<file path="src/sv/assert_macros.svh">
// Assertion macros used by the RTL top level.
`ifndef ASSERT_MACROS_SVH
`define ASSERT_MACROS_SVH
`ifndef SYNTH
`define ASSERT_ALWAYS(lbl, clk, rst, prop, msg) \
   lbl: assert property (@(posedge clk) disable iff (rst) (prop)) else $error(msg);
`define ASSERT_NEXT(lbl, clk, rst, ante, cons, msg) \
   lbl: assert property (@(posedge clk) disable iff (rst) (ante) |=> (cons)) else $error(msg);
`else
`define ASSERT_ALWAYS(lbl, clk, rst, prop, msg)
`define ASSERT_NEXT(lbl, clk, rst, ante, cons, msg)
`endif
`endif

</file>
<file path="src/sv/ses_pkg.sv">
// Types and constants of the Sobel edge stream core.
package ses_pkg;

   localparam int SQ_W    = 12;  // gx*gx + gy*gy, at most 2*38*38
   localparam int RT_W    = 6;   // its square root
   localparam int WIDTH_W = 13;  // row width up to 4096
   localparam int RECIP_SHIFT = 20;

   localparam logic [18:0] RECIP_4   = 19'd262144;
   localparam logic [18:0] RECIP_10  = 19'd104858;
   localparam logic [18:0] RECIP_30  = 19'd34953;
   localparam logic [18:0] RECIP_200 = 19'd5243;

   localparam logic [1:0] MODE_HORIZ = 2'd0;
   localparam logic [1:0] MODE_VERT  = 2'd1;
   localparam logic [1:0] MODE_MAG   = 2'd2;
   localparam logic [1:0] MODE_PEAK  = 2'd3;

   localparam logic [1:0] REG_MODE      = 2'd0;
   localparam logic [1:0] REG_LARGE     = 2'd1;
   localparam logic [1:0] REG_THRESHOLD = 2'd2;
   localparam logic [1:0] REG_WIDTH     = 2'd3;

   localparam int K5X [5][5] = '{
      '{-1, -2, 0, 2, 1}, '{-2, -4, 0, 4, 2}, '{-4, -8, 0, 8, 4},
      '{-2, -4, 0, 4, 2}, '{-1, -2, 0, 2, 1}};
   localparam int K5Y [5][5] = '{
      '{-1, -2, -4, -2, -1}, '{-2, -4, -8, -4, -2}, '{0, 0, 0, 0, 0},
      '{2, 4, 8, 4, 2}, '{1, 2, 4, 2, 1}};
   localparam int K3X [3][3] = '{'{-1, 0, 1}, '{-1, 0, 1}, '{-1, 0, 1}};
   localparam int K3Y [3][3] = '{'{-1, -1, -1}, '{0, 0, 0}, '{1, 1, 1}};

   typedef enum logic [8:0] {
      ST_CLR  = 9'b000000001,
      ST_IDLE = 9'b000000010,
      ST_READ = 9'b000000100,
      ST_ROWS = 9'b000001000,
      ST_TOT  = 9'b000010000,
      ST_DIV  = 9'b000100000,
      ST_SQ   = 9'b001000000,
      ST_ROOT = 9'b010000000,
      ST_FIN  = 9'b100000000
   } state_type;

endpackage

</file>
<file path="src/sv/ses_isqrt.sv">
// Serial floor square root, two operand bits per cycle.
module ses_isqrt (
   input  logic                      clock,
   input  logic                      reset,
   input  logic                      start,
   input  logic [ses_pkg::SQ_W-1:0]  operand,
   output logic                      done,
   output logic [ses_pkg::RT_W-1:0]  root
);
   import ses_pkg::*;

   logic [SQ_W-1:0] rem_ff, rem_in, root_ff, root_in, bit_ff, bit_in;
   logic            busy_ff, busy_in, done_ff, done_in;
   logic [SQ_W:0]   trial;

   always_comb begin
      trial   = {1'b0, root_ff} + {1'b0, bit_ff};
      rem_in  = rem_ff;
      root_in = root_ff;
      bit_in  = bit_ff;
      busy_in = busy_ff;
      done_in = 1'b0;
      if (start) begin
         rem_in  = operand;
         root_in = '0;
         bit_in  = SQ_W'(1) << (SQ_W - 2);
         busy_in = 1'b1;
      end else if (busy_ff) begin
         if ({1'b0, rem_ff} >= trial) begin
            rem_in  = rem_ff - trial[SQ_W-1:0];
            root_in = (root_ff >> 1) + bit_ff;
         end else begin
            root_in = root_ff >> 1;
         end
         bit_in = bit_ff >> 2;
         if (bit_ff == SQ_W'(1)) begin
            busy_in = 1'b0;
            done_in = 1'b1;
         end
      end
   end

   always_ff @(posedge clock) begin
      if (reset) begin
         busy_ff <= 1'b0;
         done_ff <= 1'b0;
      end else begin
         busy_ff <= busy_in;
         done_ff <= done_in;
      end
      rem_ff  <= rem_in;
      root_ff <= root_in;
      bit_ff  <= bit_in;
   end

   assign done = done_ff;
   assign root = root_ff[RT_W-1:0];
endmodule
</file>
<file path="config.mk">
export PLATFORM = sky130hd
export DESIGN_NAME = ses_isqrt
export DESIGN_NICKNAME = d
export VERILOG_FILES = /design/src/sv/assert_macros.svh /design/src/sv/ses_pkg.sv /design/src/sv/ses_isqrt.sv
export SDC_FILE = /design/constraint.sdc
export NUM_CORES = 1
export LEC_CHECK = 0
export BUFFER_PORTS_ARGS = -buffer_cell sky130_fd_sc_hd__buf_2
export CORE_UTILIZATION = 55
export DETAILED_ROUTE_END_ITERATION = 10
export GPL_TIMING_DRIVEN = 0
export PLACE_DENSITY = 0.71
export SYNTH_ARGS = -nofsm -noshare
export SYNTH_HDL_FRONTEND = slang
export SYNTH_SLANG_ARGS = --single-unit
</file>
<file path="constraint.sdc">
create_clock -name clock -period 9.6 [get_ports clock]
set_clock_uncertainty 0.05 [all_clocks]
set_input_delay 0.96 -clock clock [delete_from_list [all_inputs] [get_ports clock]]
set_output_delay 0.96 -clock clock [all_outputs]
set_load 0.05 [all_outputs]
</file>
# After elaboration in Yosys (flattened, before gate mapping)
# Index checks and enable logic that the tools add are counted.
[word_totals]
register_bits = 32
in_bits = 15
[classes]
n_mux = 8
addsub = 3
n_lt_le_gt_ge = 1
eq_ne = 1
n_reduce_logical = 4
bitwise_logic = 1
[ops]
columns = ["operator", "count"]
rows = [
  ["12-bit two-way mux", 4],
  ["12-bit by 11-bit adder with 13-bit output", 1],
  ["12-bit by 13-bit greater-or-equal comparator with 1-bit output", 1],
  ["11-bit by 11-bit adder with 12-bit output", 1],
  ["12-bit subtractor", 1],
  ["6-bit by 1-bit equality test with 1-bit output, second input constant", 1],
  ["1-bit two-way mux", 4],
  ["2-bit nonzero test", 2],
  ["3-bit OR reduction", 1],
  ["2-bit AND reduction", 1],
  ["1-bit NOT", 1],
]

# Depth between registers and ports, before layout
[depth]
ltp_word = 5
depth_mapped = 16
ltp_nobuf = 15

# Least setup slack after synthesis
# OpenSTA, ideal clock, no wires.
[synth_timing]
kind = "register -> register"
startpoint = "register root_ff[0]"
endpoint = "register rem_ff[0], enable pin"
period_less_slack_ns = 4.138
n_path_buf = 0
stages_incl_launch_ff = 16
path_slack_ns = 5.462
required_ns = 9.152
setup_ns = 0.398
arrival_ns = 3.691
cell_sequence = "dfxtp_1 -> ha_1 -> ha_1 -> a21o_1 -> a31o_1 -> a31oi_4 -> nor2_1 -> o21ai_0 -> xor2_1 -> ha_1 -> a211o_1 -> nor3b_1 -> and3_4 -> o21ai_1 -> nand2_1 -> o21ai_0"
[synth_between]
elab_chain_len = 4
[synth_rtl]
columns = ["element", "line_no", "rtl"]
rows = [
  ["start, declared", "ses_isqrt.sv:12", "logic [SQ_W-1:0] rem_ff, rem_in, root_ff, root_in, bit_ff, bit_in;"],
  ["start signal, assigned", "ses_isqrt.sv:52", "root_ff <= root_in;"],
  ["12-bit by 11-bit adder with 13-bit output", "ses_isqrt.sv:17", "trial = {1'b0, root_ff} + {1'b0, bit_ff};"],
  ["12-bit by 13-bit greater-or-equal comparator with 1-bit output", "ses_isqrt.sv:29", "if ({1'b0, rem_ff} >= trial) begin"],
  ["2-bit nonzero test (no line)", "n/a", ""],
  ["2-bit AND reduction (no line)", "n/a", ""],
  ["end signal, assigned", "ses_isqrt.sv:51", "rem_ff <= rem_in;"],
  ["end, declared", "ses_isqrt.sv:12", ""],
]
# No other way between the ends.
# A chain may end at the register's enable or synchronous reset.

# Final worst setup path
[layout_timing]
startpoint = "register root_ff[2]"
endpoint = "register rem_ff[6], enable pin"
# Same word-level chain as after synthesis.

==> results.yml <==
sta:
  rsz0062_at_grt: "no"
  tightest_slew_ns: 0.644
  hold_viol: 0
  setup_viol: 0
  final.setup.tns_ns: 0
  min_period_ns: 4.30
  layout_setup_ws_ns: 5.30
  period_share_pct: 44.8
  max_freq_mhz: 233
  finalMaxSlewViolations: 0
  slew_headroom_pct: 56.8
final_layout:
  drive_gt1_share_pct: 13.9
  n_antenna_cell: 0
  syn_to_final_growth_pct: 10.6
  nNetsFinal: 350
  final_area_mm2: 0.00275
floorplanning:
  ios: 22
  start_util_pct: 57.0
  dieWidth_um: 69.2
  fp.dieH_um: 69.2
  core_mm2: 0.00435
  die_area_mm2: 0.00479
  fp-row-count: 24
power:
  pwr-share-seq_pct: 27.9
  p_sw_share_pct: 44.1
  ir_worst_vdd_mv: 0.142
  pwr-share-comb_pct: 57.3
  p_leak_nw: 1.14
  p_clk_share_pct: 14.8
  power.switching_uw: 330
  power_density_mw_per_mm2: 272
  p_int_uw: 418
setup_path:
  max_stage_delay_ns: 0.52
  arrival_ns: 4.25
  r2r-start: "root_ff[2]"
  end_kind: "register"
  critPathRequiredTime_ns: 9.55
  critPathMaxFanout: 10
  worstRegToRegCells: 15
  reg2reg_slack_ns: 5.30
  critPathLaunchType: "register"
  slowest_stage: "o21ai_1"
  crit_chain: "ha_1, a21o_1, a31o_1, a31oi_4, nor2_1, o21ai_0, xor2_1, ha_1, a211o_1, nor3b_1, and3_4, o21ai_1, nand2_1, o21ai_1, buf_4"
  worstSetupPathType: "register to register"
  rr_endpoint: "rem_ff[6]"
synth:
  synth_edf_count: 12
  synth_cell_type_count: 51
  async_reset_ff_share_pct: 0
  yosys_warnings: 0
  synthMuxAreaShare_pct: 2.47
  syn_area_per_cell_um2: 8.87
  netlist_area_mm2: 0.00248
  seq_area_frac_synth_pct: 30.6
  synthesis.nets: 322
  synthAdderAreaFrac_pct: 13.9
  synth_xor_area_share_pct: 8.11
  synth-simple-area-share_pct: 14.9
  synth-compound-area-share_pct: 24.7
  synth_seq_cells: 32
  ys.flop_type: "dfxtp_1"
  synth_top_family_by_area: "compound AO/OA/AOI/OAI gates"
  postSynthCellCount: 280
grt:
  track_usage_pct: 25.3
  grt_pass1_wl_um: 9460
  antenna_found_initial: 0
  gr-total-overflow: 0
  grt_max_degree: 11
  grt_pass1_vias: 2012
clocking:
  root_buffer: "clkbuf_8"
  clkLatencyLatePin_ns: 0.29
  clk_pin_slew_ns: 0.07
  cts_sinks: 32
  cts_max_level: 2
  clockBufferDepth: 2
  cts_tree: "yes"
  post-cts-setup-buffers: 0
  hold_buffers: 0
  ctsResizeCount: 0
  cts_buffers: 5
route:
  drtPass1Iterations: 6
  drtIter0Drc: 84
  drcViolationCount: 0
  wl_per_cell_um: 15.6
  ant_nets: 0
  viasPerCell: 5.96
  route.vias.total: 2151
  finalWirelength_um: 5640
placed_design:
  dp_hpwl_um: 4310
  place_congestion: 0.933
  io_buffers: 20
  dp_slack_ns: 5.38
  placed_cell_area_mm2: 0.00266
worst_hold_path:
  hp-class: "register to register"
  hp-start: "root_ff[0]"
  holdPathStages: 2
  whs_endpoint: "root_ff[0]"
status:
  status: "finished clean"
flow_run:
  maxCapViolCount: 0
-- critical path, delay by kind of cell, from the launching register on --
family	cells	cell delay [ns]
AO/OA/AOI/OAI	7	1.92
adder cells (fa/ha/maj)	2	0.68
AND/OR/NAND/NOR	4	0.53
flip-flops	1	0.44
buffers and inverters	1	0.27
XOR/XNOR	1	0.11
-- cells in the mapped netlist, types with 3 or more instances --
master    instances  area share [%]
a21o_1            8             2.4
a21oi_1          11             2.2
a311oi_1          6             2.1
a31oi_1           5             1.3
buf_4             6             1.8
clkbuf_1          6            0.91
dfxtp_1          20              16
edfxtp_1         12              15
ha_1             26              13
inv_1            12             1.8
mux2i_1           5             2.0
nand2_1          27             4.1
nand3_1           8             1.6
nor2_1           20             3.0
nor3_1            5             1.0
nor3b_1           3            0.91
o21ai_0          15             3.0
o21ai_1           4            0.81
o21bai_1          6             1.8
o31ai_1           8             2.4
o32ai_1           3             1.1
or4_1             5             1.5
xnor2_1          13             4.6
xor2_1           10             3.5
-- worst max path at each step --
stage	startpoint	endpoint	slack [ns]	cells after the start
finish	root_ff[2]	rem_ff[6]	5.30	15
global route	root_ff[2]	rem_ff[2]	5.09	15
CTS	root_ff[2]	rem_ff[0]	5.36	15
detailed placement	root_ff[2]	rem_ff[0]	5.38	15
global placement	root_ff[2]	rem_ff[0]	4.42	14
floorplan	root_ff[0]	rem_ff[0]	5.46	15
-- power groups by stage --
stage	registers (mW)	clock network, mW	logic (mW)
6_report	0.209	0.111	0.428
5_1_grt	0.213	0.120	0.473
4_1_cts	0.209	0.112	0.424
3_5_place_dp	0.212	0	0.422
3_3_place_gp	0.212	0	0.414
2_1_floorplan	0.203	0	0.340
-- kinds of logic (layout without fill, tap and decap cells) --
group | after synthesis | in the layout
AOI/OAI and AO/OA | 86 | 86
and+or+nand+nor | 78 | 78
DFF | 32 | 32
buffers and inverters | 28 | 57
adders and majority gates | 27 | 27
xor gates and xnor gates | 23 | 23
muxes | 6 | 6
-- flip-flops by register name, summed over array words and instances, names as in the netlist --
signal	count
rem_ff	12
root_ff	12
busy_ff	1
bit_ff	6
done	1
-- layer usage --
metal,vias to the layer above,global-route usage (%),wire (um)
met3,11,5.52,201
met5,-,0,0
met1,999,31.7,2690
met2,41,42.2,2630
met4,0,10.4,122
li1,1100,-,-
-- through the flow --
stage | cells | power, mW | hold WS (ns) | util, %
6_report | 361 | 0.748 | 0.473 | 63.0
5_1_grt | 361 | 0.806 | 0.519 | 63.0
4_1_cts | 361 | 0.745 | 0.474 | 63.0
3_5_place_dp | 353 | 0.634 | 0.461 | 61.0
3_3_place_gp | 352 | 0.626 | 0.458 | 60.8
2_1_floorplan | 280 | 0.543 | 0.428 | -
-- cells in the final DEF, fill, tap and decap left out, types with 2 or more instances in the layout --
cell type,count
nand2_1,27
ha_1,26
buf_2,22
nor2_1,20
dfxtp_1,20
o21ai_0,14
xnor2_1,13
inv_1,12
edfxtp_1,12
a21oi_1,11
xor2_1,10
a21o_1,8
clkbuf_1,8
o31ai_1,8
nand3_1,8
buf_4,7
o21bai_1,6
a311oi_1,6
clkbuf_8,6
a31oi_1,5
o21ai_1,5
nor3_1,5
or4_1,5
mux2i_1,5
nor3b_1,3
o32ai_1,3
nor2b_1,2
nand4_1,2
o2111ai_1,2
a21oi_2,2
a31o_2,2
a211oi_1,2
buf_1,2
o311ai_1,2
-- layout make-up --
type / instances / area, um^2
plain buffers: 16 / 85.1
clock buffers: 8 / 90.1
fillers: 380 / 1610
inverters: 12 / 45.0
multi-input cells: 220 / 1590
flip-flops and latches: 32 / 761
well taps: 52 / 65.1
repair buffers: 21 / 108
Note: power is estimated with default switching activity, not from simulation.
